### config.mk
export PLATFORM = sky130hd
export DESIGN_NAME = vector_index_pattern_classifier
export DESIGN_NICKNAME = d
export VERILOG_FILES = /design/src/rtl/vipc_pkg.sv /design/src/rtl/vipc_stats.sv /design/src/rtl/vector_index_pattern_classifier.sv
export SDC_FILE = /design/constraint.sdc
export NUM_CORES = 2
export LEC_CHECK = 0
export BUFFER_PORTS_ARGS = -buffer_cell sky130_fd_sc_hd__buf_2
export CAP_MARGIN = 20
export CELL_PAD_IN_SITES_DETAIL_PLACEMENT = 1
export CELL_PAD_IN_SITES_GLOBAL_PLACEMENT = 1
export CORE_MARGIN = 3
export CORE_UTILIZATION = 47
export DETAILED_ROUTE_END_ITERATION = 7
export GPL_ROUTABILITY_DRIVEN = 0
export PLACE_DENSITY_LB_ADDON = 0.1
export SLEW_MARGIN = 25
export SYNTH_ARGS = -nofsm -noshare
export SYNTH_HDL_FRONTEND = slang
export SYNTH_SLANG_ARGS = --single-unit
### constraint.sdc
create_clock -name clk -period 16.67 [get_ports clk]
set_clock_uncertainty 0.2 [all_clocks]
set_input_delay 2.5005 -clock clk [delete_from_list [all_inputs] [get_ports clk]]
set_output_delay 2.5005 -clock clk [all_outputs]
set_load 0.05 [all_outputs]
### src/rtl/vipc_pkg.sv
// vipc_pkg: shared widths, codes and types for the vector index pattern classifier
// no dependencies; used by vipc_stats and vector_index_pattern_classifier
package vipc_pkg;

  localparam int IDX_W    = 31;
  localparam int LANE_MAX = 8;
  localparam int OFF_W    = 3;
  localparam int CLASS_W  = 2;
  localparam int MASK_W   = 11;
  localparam int LEVEL_W  = 4;
  localparam int OFFS_W   = LANE_MAX * OFF_W;
  localparam int TYPE_W   = 3;

  // index class codes
  localparam logic [CLASS_W-1:0] CLS_EQUAL    = 2'd0;
  localparam logic [CLASS_W-1:0] CLS_ASC      = 2'd1;
  localparam logic [CLASS_W-1:0] CLS_DISORDER = 2'd2;

  // type codes carried above the lane bits of the pattern mask
  localparam logic [TYPE_W-1:0] TYPE_EQUAL    = 3'd5;
  localparam logic [TYPE_W-1:0] TYPE_ASC      = 3'd3;
  localparam logic [TYPE_W-1:0] TYPE_DISORDER = 3'd0;

  localparam logic [LEVEL_W-1:0] WINDOW_LEVEL = 4'd1;

  typedef logic [IDX_W-1:0] idx_t;

  // per-vector statistics; step bit i compares lane i-1 with lane i,
  // bit 0 and bits of unused lanes read as equal and not incrementing
  typedef struct packed {
    logic [LANE_MAX-1:0] step_eq;
    logic [LANE_MAX-1:0] step_inc;
    idx_t                lo;
    idx_t                hi;
  } stats_t;

endpackage

### src/rtl/vipc_stats.sv
// vipc_stats: neighbour step flags and min/max tree over one index vector
// depends on vipc_pkg
module vipc_stats #(
  parameter int LANES = 8
) (
  input  vipc_pkg::idx_t   idx [LANES],
  output vipc_pkg::stats_t stats
);

  vipc_pkg::idx_t pad [vipc_pkg::LANE_MAX];
  vipc_pkg::idx_t lo1 [4];
  vipc_pkg::idx_t hi1 [4];
  vipc_pkg::idx_t lo2 [2];
  vipc_pkg::idx_t hi2 [2];
  logic [vipc_pkg::LANE_MAX-1:0] eq;
  logic [vipc_pkg::LANE_MAX-1:0] inc;

  // unused lanes take lane 0 so they never move the min or max
  always_comb begin
    for (int i = 0; i < vipc_pkg::LANE_MAX; i++) begin
      pad[i] = (i < LANES) ? idx[i] : idx[0];
    end
  end

  // step flags between neighbouring lanes
  always_comb begin
    eq  = '1;
    inc = '0;
    for (int i = 1; i < vipc_pkg::LANE_MAX; i++) begin
      if (i < LANES) begin
        eq[i]  = (pad[i-1] == pad[i]);
        inc[i] = ({1'b0, pad[i-1]} + 32'd1) == {1'b0, pad[i]};
      end
    end
  end

  // three-level min/max tree
  always_comb begin
    for (int j = 0; j < 4; j++) begin
      lo1[j] = (pad[2*j+1] < pad[2*j]) ? pad[2*j+1] : pad[2*j];
      hi1[j] = (pad[2*j+1] > pad[2*j]) ? pad[2*j+1] : pad[2*j];
    end
    for (int j = 0; j < 2; j++) begin
      lo2[j] = (lo1[2*j+1] < lo1[2*j]) ? lo1[2*j+1] : lo1[2*j];
      hi2[j] = (hi1[2*j+1] > hi1[2*j]) ? hi1[2*j+1] : hi1[2*j];
    end
    stats.lo       = (lo2[1] < lo2[0]) ? lo2[1] : lo2[0];
    stats.hi       = (hi2[1] > hi2[0]) ? hi2[1] : hi2[0];
    stats.step_eq  = eq;
    stats.step_inc = inc;
  end

endmodule

### src/rtl/vector_index_pattern_classifier.sv
// vector_index_pattern_classifier: input register, classification logic, result register.
// A vector taken into the input register reaches the outputs through the result register.
// Throughput: one vector per cycle; the input register advances when it is empty or the result is free.
// Stall on the output reaches the input through the ready chain in the same cycle.
// Reset (rst, synchronous, active high) empties both registers and clears scatter_mode.
// depends on vipc_pkg and vipc_stats
module vector_index_pattern_classifier #(
  parameter int LANES = 8
) (
  input  logic                           clk,
  input  logic                           rst,
  input  logic                           cfg_wr_en,
  input  logic                           cfg_wr_data,
  input  logic                           in_valid,
  output logic                           in_stall,
  input  logic [vipc_pkg::IDX_W-1:0]     index_lane0,
  input  logic [vipc_pkg::IDX_W-1:0]     index_lane1,
  input  logic [vipc_pkg::IDX_W-1:0]     index_lane2,
  input  logic [vipc_pkg::IDX_W-1:0]     index_lane3,
  input  logic [vipc_pkg::IDX_W-1:0]     index_lane4,
  input  logic [vipc_pkg::IDX_W-1:0]     index_lane5,
  input  logic [vipc_pkg::IDX_W-1:0]     index_lane6,
  input  logic [vipc_pkg::IDX_W-1:0]     index_lane7,
  output logic                           out_valid,
  input  logic                           out_stall,
  output logic [vipc_pkg::CLASS_W-1:0]   index_class,
  output logic [vipc_pkg::MASK_W-1:0]    pattern_mask,
  output logic [vipc_pkg::IDX_W-1:0]     base_index,
  output logic [vipc_pkg::LEVEL_W-1:0]   level,
  output logic [vipc_pkg::OFFS_W-1:0]    lane_offsets,
  output logic                           full_gather
);

  vipc_pkg::idx_t   in_lanes [vipc_pkg::LANE_MAX];
  vipc_pkg::idx_t   s1_idx [LANES];
  vipc_pkg::stats_t s1_stats;
  logic             s1_valid;
  logic             scatter_mode;
  logic             rdy_out;
  logic             rdy1;

  logic [vipc_pkg::CLASS_W-1:0] class_next;
  logic [vipc_pkg::MASK_W-1:0]  mask_next;
  vipc_pkg::idx_t               base_next;
  logic [vipc_pkg::LEVEL_W-1:0] level_next;
  logic [vipc_pkg::OFFS_W-1:0]  offs_next;
  logic                         full_next;

  assign in_lanes[0] = index_lane0;
  assign in_lanes[1] = index_lane1;
  assign in_lanes[2] = index_lane2;
  assign in_lanes[3] = index_lane3;
  assign in_lanes[4] = index_lane4;
  assign in_lanes[5] = index_lane5;
  assign in_lanes[6] = index_lane6;
  assign in_lanes[7] = index_lane7;

  // ready chain
  assign rdy_out  = !out_valid || !out_stall;
  assign rdy1     = !s1_valid || rdy_out;
  assign in_stall = !rdy1;

  // configuration register
  always_ff @(posedge clk) begin
    if (rst) begin
      scatter_mode <= 1'b0;
    end else if (cfg_wr_en) begin
      scatter_mode <= cfg_wr_data;
    end
  end

  // register valids
  always_ff @(posedge clk) begin
    if (rst) begin
      s1_valid  <= 1'b0;
      out_valid <= 1'b0;
    end else begin
      if (rdy1) begin
        s1_valid <= in_valid;
      end
      if (rdy_out) begin
        out_valid <= s1_valid;
      end
    end
  end

  // input register on each transfer
  always_ff @(posedge clk) begin
    if (rdy1 && in_valid) begin
      for (int i = 0; i < LANES; i++) begin
        s1_idx[i] <= in_lanes[i];
      end
    end
  end

  vipc_stats #(
    .LANES (LANES)
  ) u_stats (
    .idx   (s1_idx),
    .stats (s1_stats)
  );

  // classification and window offsets
  always_comb begin
    logic [vipc_pkg::LANE_MAX-1:0] change;
    vipc_pkg::idx_t                span;
    logic                          window;

    change = ~s1_stats.step_eq | vipc_pkg::LANE_MAX'(1);
    span   = s1_stats.hi - s1_stats.lo;
    window = !scatter_mode && (span < vipc_pkg::IDX_W'(LANES));

    base_next  = s1_idx[0];
    level_next = vipc_pkg::WINDOW_LEVEL;
    offs_next  = '0;
    full_next  = 1'b0;

    if (&s1_stats.step_eq) begin
      class_next = vipc_pkg::CLS_EQUAL;
      mask_next  = vipc_pkg::MASK_W'(1)
                 | (vipc_pkg::MASK_W'(vipc_pkg::TYPE_EQUAL) << LANES);
    end else if (&(s1_stats.step_eq | s1_stats.step_inc)) begin
      class_next = vipc_pkg::CLS_ASC;
      mask_next  = vipc_pkg::MASK_W'(change)
                 | (vipc_pkg::MASK_W'(vipc_pkg::TYPE_ASC) << LANES);
    end else begin
      class_next = vipc_pkg::CLS_DISORDER;
      if (window) begin
        base_next = s1_stats.lo;
        // offset fits three bits inside a window, so low bits suffice
        for (int i = 0; i < LANES; i++) begin
          offs_next[vipc_pkg::OFF_W*i +: vipc_pkg::OFF_W] =
            s1_idx[i][vipc_pkg::OFF_W-1:0] - s1_stats.lo[vipc_pkg::OFF_W-1:0];
        end
      end else begin
        level_next = vipc_pkg::LEVEL_W'(LANES);
        full_next  = 1'b1;
      end
      mask_next = vipc_pkg::MASK_W'(level_next)
                | (vipc_pkg::MASK_W'(vipc_pkg::TYPE_DISORDER) << LANES);
    end
  end

  // result register
  always_ff @(posedge clk) begin
    if (rdy_out && s1_valid) begin
      index_class  <= class_next;
      pattern_mask <= mask_next;
      base_index   <= base_next;
      level        <= level_next;
      lane_offsets <= offs_next;
      full_gather  <= full_next;
    end
  end

`ifndef SYNTHESIS
  // a free output never holds back the input
  a_no_stall_when_free: assert property (@(posedge clk) disable iff (rst)
    !out_stall |-> !in_stall)
    else $error("input stalled while output side is free");

  // full gather only for disorder at full level
  a_full_gather_level: assert property (@(posedge clk) disable iff (rst)
    out_valid && full_gather |->
      (level == vipc_pkg::LEVEL_W'(LANES)) && (index_class == vipc_pkg::CLS_DISORDER))
    else $error("full gather with wrong level or class");

  // offsets only appear for a single window
  a_offsets_window: assert property (@(posedge clk) disable iff (rst)
    out_valid && (lane_offsets != '0) |->
      (index_class == vipc_pkg::CLS_DISORDER) && !full_gather && !scatter_mode)
    else $error("lane offsets outside a gather window");

  // a vector in the input register reaches the output once it is free
  a_stage_advance: assert property (@(posedge clk) disable iff (rst)
    s1_valid && rdy_out |=> out_valid)
    else $error("result lost between input and output register");
`endif

endmodule

**Yosys cells after proc, flatten, opt, wreduce, memory -nomap -nowiden**

Cells that the tools add are included.

- Logic and storage cells: 104
- Bits of input ports: 254
- Register bits after elaboration: 324
- Output and inout bits: 75

- Multiplexer cells: 21
- Order comparisons: 15
- Bitwise gates (word level): 4
- Add/subtract/negate cells: 16
- Reductions and logical operators: 15
- Equal/unequal tests: 14

Operators with widths:

| kind | number |
|---|---|
| two-way mux 31 bit | 17 |
| adder 31 x 1 -> 32 bit (second input constant) | 7 |
| == test 32 x 31 -> 1 bit | 7 |
| == test 31 bit | 7 |
| > comparator 31 bit | 7 |
| less-than comparator 31 bit | 7 |
| less-than comparator 31 x 4 -> 1 bit (second input constant) | 1 |
| subtractor 31 bit | 1 |
| subtractor 3 bit | 8 |
| two-way mux 10 bit | 1 |
| NOT 8 bit | 1 |
| bitwise OR 8 bit | 1 |
| AND reduction 8 bit | 1 |
| AND reduction 7 bit | 1 |
| logical NOT 1 bit | 5 |
| two-way mux 4 bit | 1 |
| OR reduction 2 bit | 2 |
| logical AND 1 bit | 3 |
| OR reduction 3 bit | 1 |
| logical OR 1 bit | 2 |
| two-way mux 2 bit | 1 |
| NOT 1 bit | 2 |
| two-way mux 1 bit | 1 |

**Longest topological paths before layout**

- Depth after elaboration: 12
- Depth in mapped cells: 60
- Gate-level depth less buffers: 51

**Hierarchy**

From an unflattened synthesis, not the netlist that was laid out.

- Cell total of the unflattened synthesis: 3707
- Area, all modules: 33163.1 µm²

Modules (own cells, without submodules):

| module | seq. area each (µm²) | area an instance (µm²) | instances | cells each |
|---|---|---|---|---|
| vipc_stats | 0.0 | 20256.9 | 1 | 2926 |
| vector_index_pattern_classifier | 9549.2 | 12906.1 | 1 | 781 |

**Worst setup path before layout**

Ideal clock, no wire load.

- Path kind: input to register
- Start point: in out_stall
- End point: reg s1_idx[0] in the netlist's numbering, enable pin
- Slack: 1.846 ns
- Data required time: 15.585 ns
- Setup time: 0.885 ns
- Buffers on the path: 0
- Arrival time: 13.740 ns
- Stages: 2
- Cell sequence: and3_1 -> nor2b_1

- Cells in the longest elaborated chain, start to end: 4

RTL lines:

| what | RTL line | RTL |
|---|---|---|
| from (decl) | vector_index_pattern_classifier.sv:25 | `input logic out_stall,` |
| logical NOT 1 bit | vector_index_pattern_classifier.sv:59 | `assign rdy_out = !out_valid \|\| !out_stall;` |
| logical OR 1 bit | vector_index_pattern_classifier.sv:59 |  |
| logical OR 1 bit | vector_index_pattern_classifier.sv:60 | `assign rdy1 = !s1_valid \|\| rdy_out;` |
| logical AND 1 bit | vector_index_pattern_classifier.sv:89 | `if (rdy1 && in_valid) begin` |
| to (signal, indexed assignment) | vector_index_pattern_classifier.sv:91 | `s1_idx[i] <= in_lanes[i];` |
| to (decl) | vector_index_pattern_classifier.sv:35 | `vipc_pkg::idx_t s1_idx [LANES];` |

Every way passes these cells.
A chain may end at the register's enable or synchronous reset.

**Final worst setup path**

- Start point: reg s1_idx[181] in the netlist's numbering
- End point: reg base_index[0] in the netlist's numbering (data pin)

- Cells in the longest elaborated chain, start to end: 12
- Elaborated cells on any way between the ends: 26
- Those cells by class: add/sub (2); order compare (7); eq/ne (4); mux (9); bitwise (1); reduce/logical (3)

RTL lines:

| what | RTL line | RTL |
|---|---|---|
| > comparator 31 bit / less-than comparator 31 bit (equally long branches) | vipc_stats.sv:41, vipc_stats.sv:40 |  |
| two-way mux 31 bit, on equally long branches | vipc_stats.sv:41, vipc_stats.sv:40 |  |
| > comparator 31 bit / less-than comparator 31 bit (equally long branches) | vipc_stats.sv:45, vipc_stats.sv:44 |  |
| two-way mux 31 bit, on equally long branches | vipc_stats.sv:45, vipc_stats.sv:44 |  |
| > comparator 31 bit / less-than comparator 31 bit (equally long branches) | vipc_stats.sv:48, vipc_stats.sv:47 |  |
| two-way mux 31 bit, on equally long branches | vipc_stats.sv:48, vipc_stats.sv:47 |  |
| subtractor 31 bit | vector_index_pattern_classifier.sv:110 | `span = s1_stats.hi - s1_stats.lo;` |
| less-than comparator 31 x 4 -> 1 bit | vector_index_pattern_classifier.sv:111 | `window = !scatter_mode && (span < vipc_pkg::IDX_W'(LANES));` |
| logical AND 1 bit | vector_index_pattern_classifier.sv:111 |  |
| two-way mux 31 bit | vector_index_pattern_classifier.sv:128 | `if (window) begin` |
| two-way mux 31 bit | vector_index_pattern_classifier.sv:122 | `end else if (&(s1_stats.step_eq \| s1_stats.step_inc)) begin` |
| two-way mux 31 bit (*) | vector_index_pattern_classifier.sv:118 | `if (&s1_stats.step_eq) begin` |
| via base_next[0] | vector_index_pattern_classifier.sv:44 | `vipc_pkg::idx_t base_next;` |
| to (signal assigned) | vector_index_pattern_classifier.sv:149 | `base_index <= base_next;` |
| to (decl) | vector_index_pattern_classifier.sv:28 | `output logic [vipc_pkg::IDX_W-1:0] base_index,` |

Mark *: on every way through the listed nets, which the timed path passes. The rest lies on a longest branch.

==> flow_summary_export.csv <==
group,metric,value,unit
critical_path,crit_family,"compound AO/OA/AOI/OAI gates",
drt,wl_per_cell,28.0,um
clocking,clockRootBuffer,"clkbuf_16",
timing,grt_setup_unrepaired,"false",
timing,fin_crit,14070,ps
pwr,p_int,0.00244,W
synth,synth_edf_count,316,
drt,viasPerCell,6.38,
worst_hold_path,whs_path_depth,2,
global_route,grt_pass1_wl,199000,um
die,io_pins,329,
die,die_area,72500,um2
critical_path,worstPathMaxFanout,56,
pwr,peakVddDrop,0.0886,mV
timing,worst_slew_pin_slew,1040,ps
clocking,cts_tree,"built",
die,placementRows,95,
final_layout,fill_cells,8033,
synth,avgSynthCellArea,8.73,um2
final_layout,layout.nets,4527,
critical_path,path_common_cell,"a21oi_1",
critical_path,criticalPathCategory,"reg -> reg",
worst_hold_path,hp-start,"s1_valid",
final_layout,antenna_cells,0,
timing,hold_viol,0,
global_route,antenna_found_initial,2,
worst_hold_path,min_to,"out_valid",
final_layout,syn_to_final_growth,11.1,%
synth,ys_ff_latch,319,
critical_path,slowest_delay,860,ps
outcome,status,"finished clean",
place,io_buffers,326,
clocking,hold_buffers,0,
place,dp_hpwl,110000,um
drt,drt.antenna.violating_nets,0,
critical_path,rrSetupSlack,2600,ps
global_route,grt_overflow,0,
drt,firstDrtPassIters,5,
synth,yosysTopAreaCell,"edfxtp_1",
die,dieHeight,269,um
synth,yosys_most_used_dff,"edfxtp_1",
clocking,cts_buffer_depth,3,
clocking,clkLatencyLatePin,570,ps
pwr,power.density,131,nW/um2
critical_path,reg2reg_depth,47,
die,core_area,67900,um2
pwr,pwr-share-clk,0.169,
timing,setup_viol,0,
die,start_util,0.480,
run,maxCapViolCount,0,
synth,ys_types,93,
timing,maxSlewHeadroom,0.302,
final_layout,multiInputGateArea,21200,um2
pwr,p_switching,0.00230,W
drt,drt_iter0_markers,3127,
worst_hold_path,hold_class,"reg -> reg",
synth,syn_area,32600,um2
synth,synth_cells,3728,
critical_path,critPathLaunchType,"flip-flop",
pwr,sw_frac_of_total,0.485,
critical_path,reg2reg_to,"base_index[0]",
clocking,cts_buffers,36,
pwr,combPwrFrac,0.611,
clocking,clkTransAtPathRegs,60,ps
final_layout,final_area,36200,um2
final_layout,drive_gt1_frac,0.125,
critical_path,reg2reg_from,"s1_idx[181]",
timing,fin_crit_sh,0.844,
critical_path,crit_path_end_kind,"flip-flop",
synth,synth_area_leaders,"edfxtp_1, ha_1, mux2i_1",
critical_path,required,16780,ps
die,fp.dieW,269,um
critical_path,cp.arrival,14180,ps
critical_path,critical-path-slowest-cell,"a2111oi_0",
synth,synth_common_cells,"ha_1, edfxtp_1, nand2_1",
place,placed_area,35000,um2
drt,routed_wl,137000,um
timing,max_freq,71.1,MHz
clocking,cts_resized,0,
pwr,p_leak,15.9,nW
drt,via_count,31100,
global_route,grt_max_degree,77,
clocking,cts_setup_buffers,0,
pwr,pwr-share-seq,0.220,
synth,synth_top_area_share,0.291,
timing,maxSlewViolCount,0,
synth,yosysMostFrequentCell,"ha_1",
drt,remaining_drc_errors,0,
synth,synth-async-reset-ratio,0,
synth,synth_warnings,0,
final_layout,regArea,9550,um2
global_route,first_global_vias,30700,
clocking,htreeDepth,2,
synth,yosysSeqAreaShare,0.293,
timing,fin_setup_tns,0,ps
clocking,cts_sinks,319,
critical_path,crit_buf_inv,5,
global_route,grt_usage,0.362,
-- final cells by class --
class | instances | area share
multi-input cells | 2918 | 0.587
clock buffers | 42 | 0.0261
clock inverters | 23 | 0.00571
inverters | 275 | 0.0285
flip-flops and latches | 319 | 0.264
well taps | 921 | 0.0319
repair buffers | 374 | 0.0567
-- cells by family after synthesis --
group                      share of synthesized area
adders and majority gates                      0.138
other                                       0.000115
AOI/OAI and AO/OA                              0.161
buffers and inverters                         0.0585
and+or+nand+nor                                0.168
DFF                                            0.293
muxes                                         0.0917
xor gates and xnor gates                      0.0887
-- layout by cell type, fill, tap and decap left out, drive strengths merged, types with 25 or more instances in the layout --
cell / synthesis / routed
a31oi: 25 / 25
o21ai: 242 / 242
a21oi: 254 / 254
nand4: 120 / 120
a211oi: 29 / 29
xnor2: 188 / 188
nor4: 68 / 68
clkbuf: 183 / 42
mux2i: 272 / 272
buf: 34 / 374
a21o: 86 / 86
nor3: 67 / 67
and3: 36 / 36
nand3: 111 / 111
edfxtp: 316 / 316
nor2: 215 / 215
inv: 271 / 274
ha: 341 / 341
o21a: 44 / 44
xor2: 139 / 139
nor2b: 31 / 31
nand2: 303 / 303
-- worst max path at each step --
stage | slack [ps] | endpoint | from | cells past startpoint
after floorplan | 1850 | s1_idx[0] | out_stall | 2
after global placement | 2840 | base_index[0] | s1_idx[173] | 48
after detailed placement | 2690 | base_index[0] | s1_idx[116] | 48
after CTS | 2620 | base_index[0] | s1_idx[116] | 48
after global routing | 1840 | base_index[0] | s1_idx[181] | 45
final | 2600 | base_index[0] | s1_idx[181] | 47
-- layer usage --
metal,share of wire,GRT usage,vias to the layer above
li1,-,-,14000
met1,0.42,0.481,15300
met2,0.44,0.563,1482
met3,0.097,0.0849,300
met4,0.049,0.158,0
met5,0,0,-
-- registers in the layout, summed over array words and instances (netlist names), 2 cells and up --
name	flops
s1_idx	248
base_index	31
lane_offsets	24
pattern_mask	9
index_class	2
-- power by group through the flow --
stage | clock [W] | combinational [W] | sequential (W)
3_3_place_gp | 0 | 0.00276 | 0.00105
3_5_place_dp | 0 | 0.00279 | 0.00106
6_report | 0.000801 | 0.00290 | 0.00105
2_1_floorplan | 0 | 0.00193 | 0.00102
5_1_grt | 0.000849 | 0.00313 | 0.00105
4_1_cts | 0.000819 | 0.00281 | 0.00104
-- stage by stage --
stage | util | hold WS, ps | power [W] | instances | worst slack (ps)
finish | 0.533 | 300 | 0.00475 | 4872 | 2600
global route | 0.533 | 338 | 0.00503 | 4872 | 1840
CTS | 0.532 | 314 | 0.00467 | 4869 | 2620
detailed placement | 0.515 | 299 | 0.00385 | 4804 | 2690
global placement | 0.514 | 274 | 0.00381 | 4803 | 2840
floorplan | - | 244 | 0.00295 | 3729 | 1850
-- worst reg2reg max path, delay by kind of cell (launching register included) --
kind	cells	cell delay, ps
AO/OA/AOI/OAI	23	6360
adder cells (fa/ha/maj)	4	1430
buffers and inverters	5	1540
flip-flops	1	580
multiplexers	3	1400
AND/OR/NAND/NOR	12	2330
(Power assumes the default switching activity.)
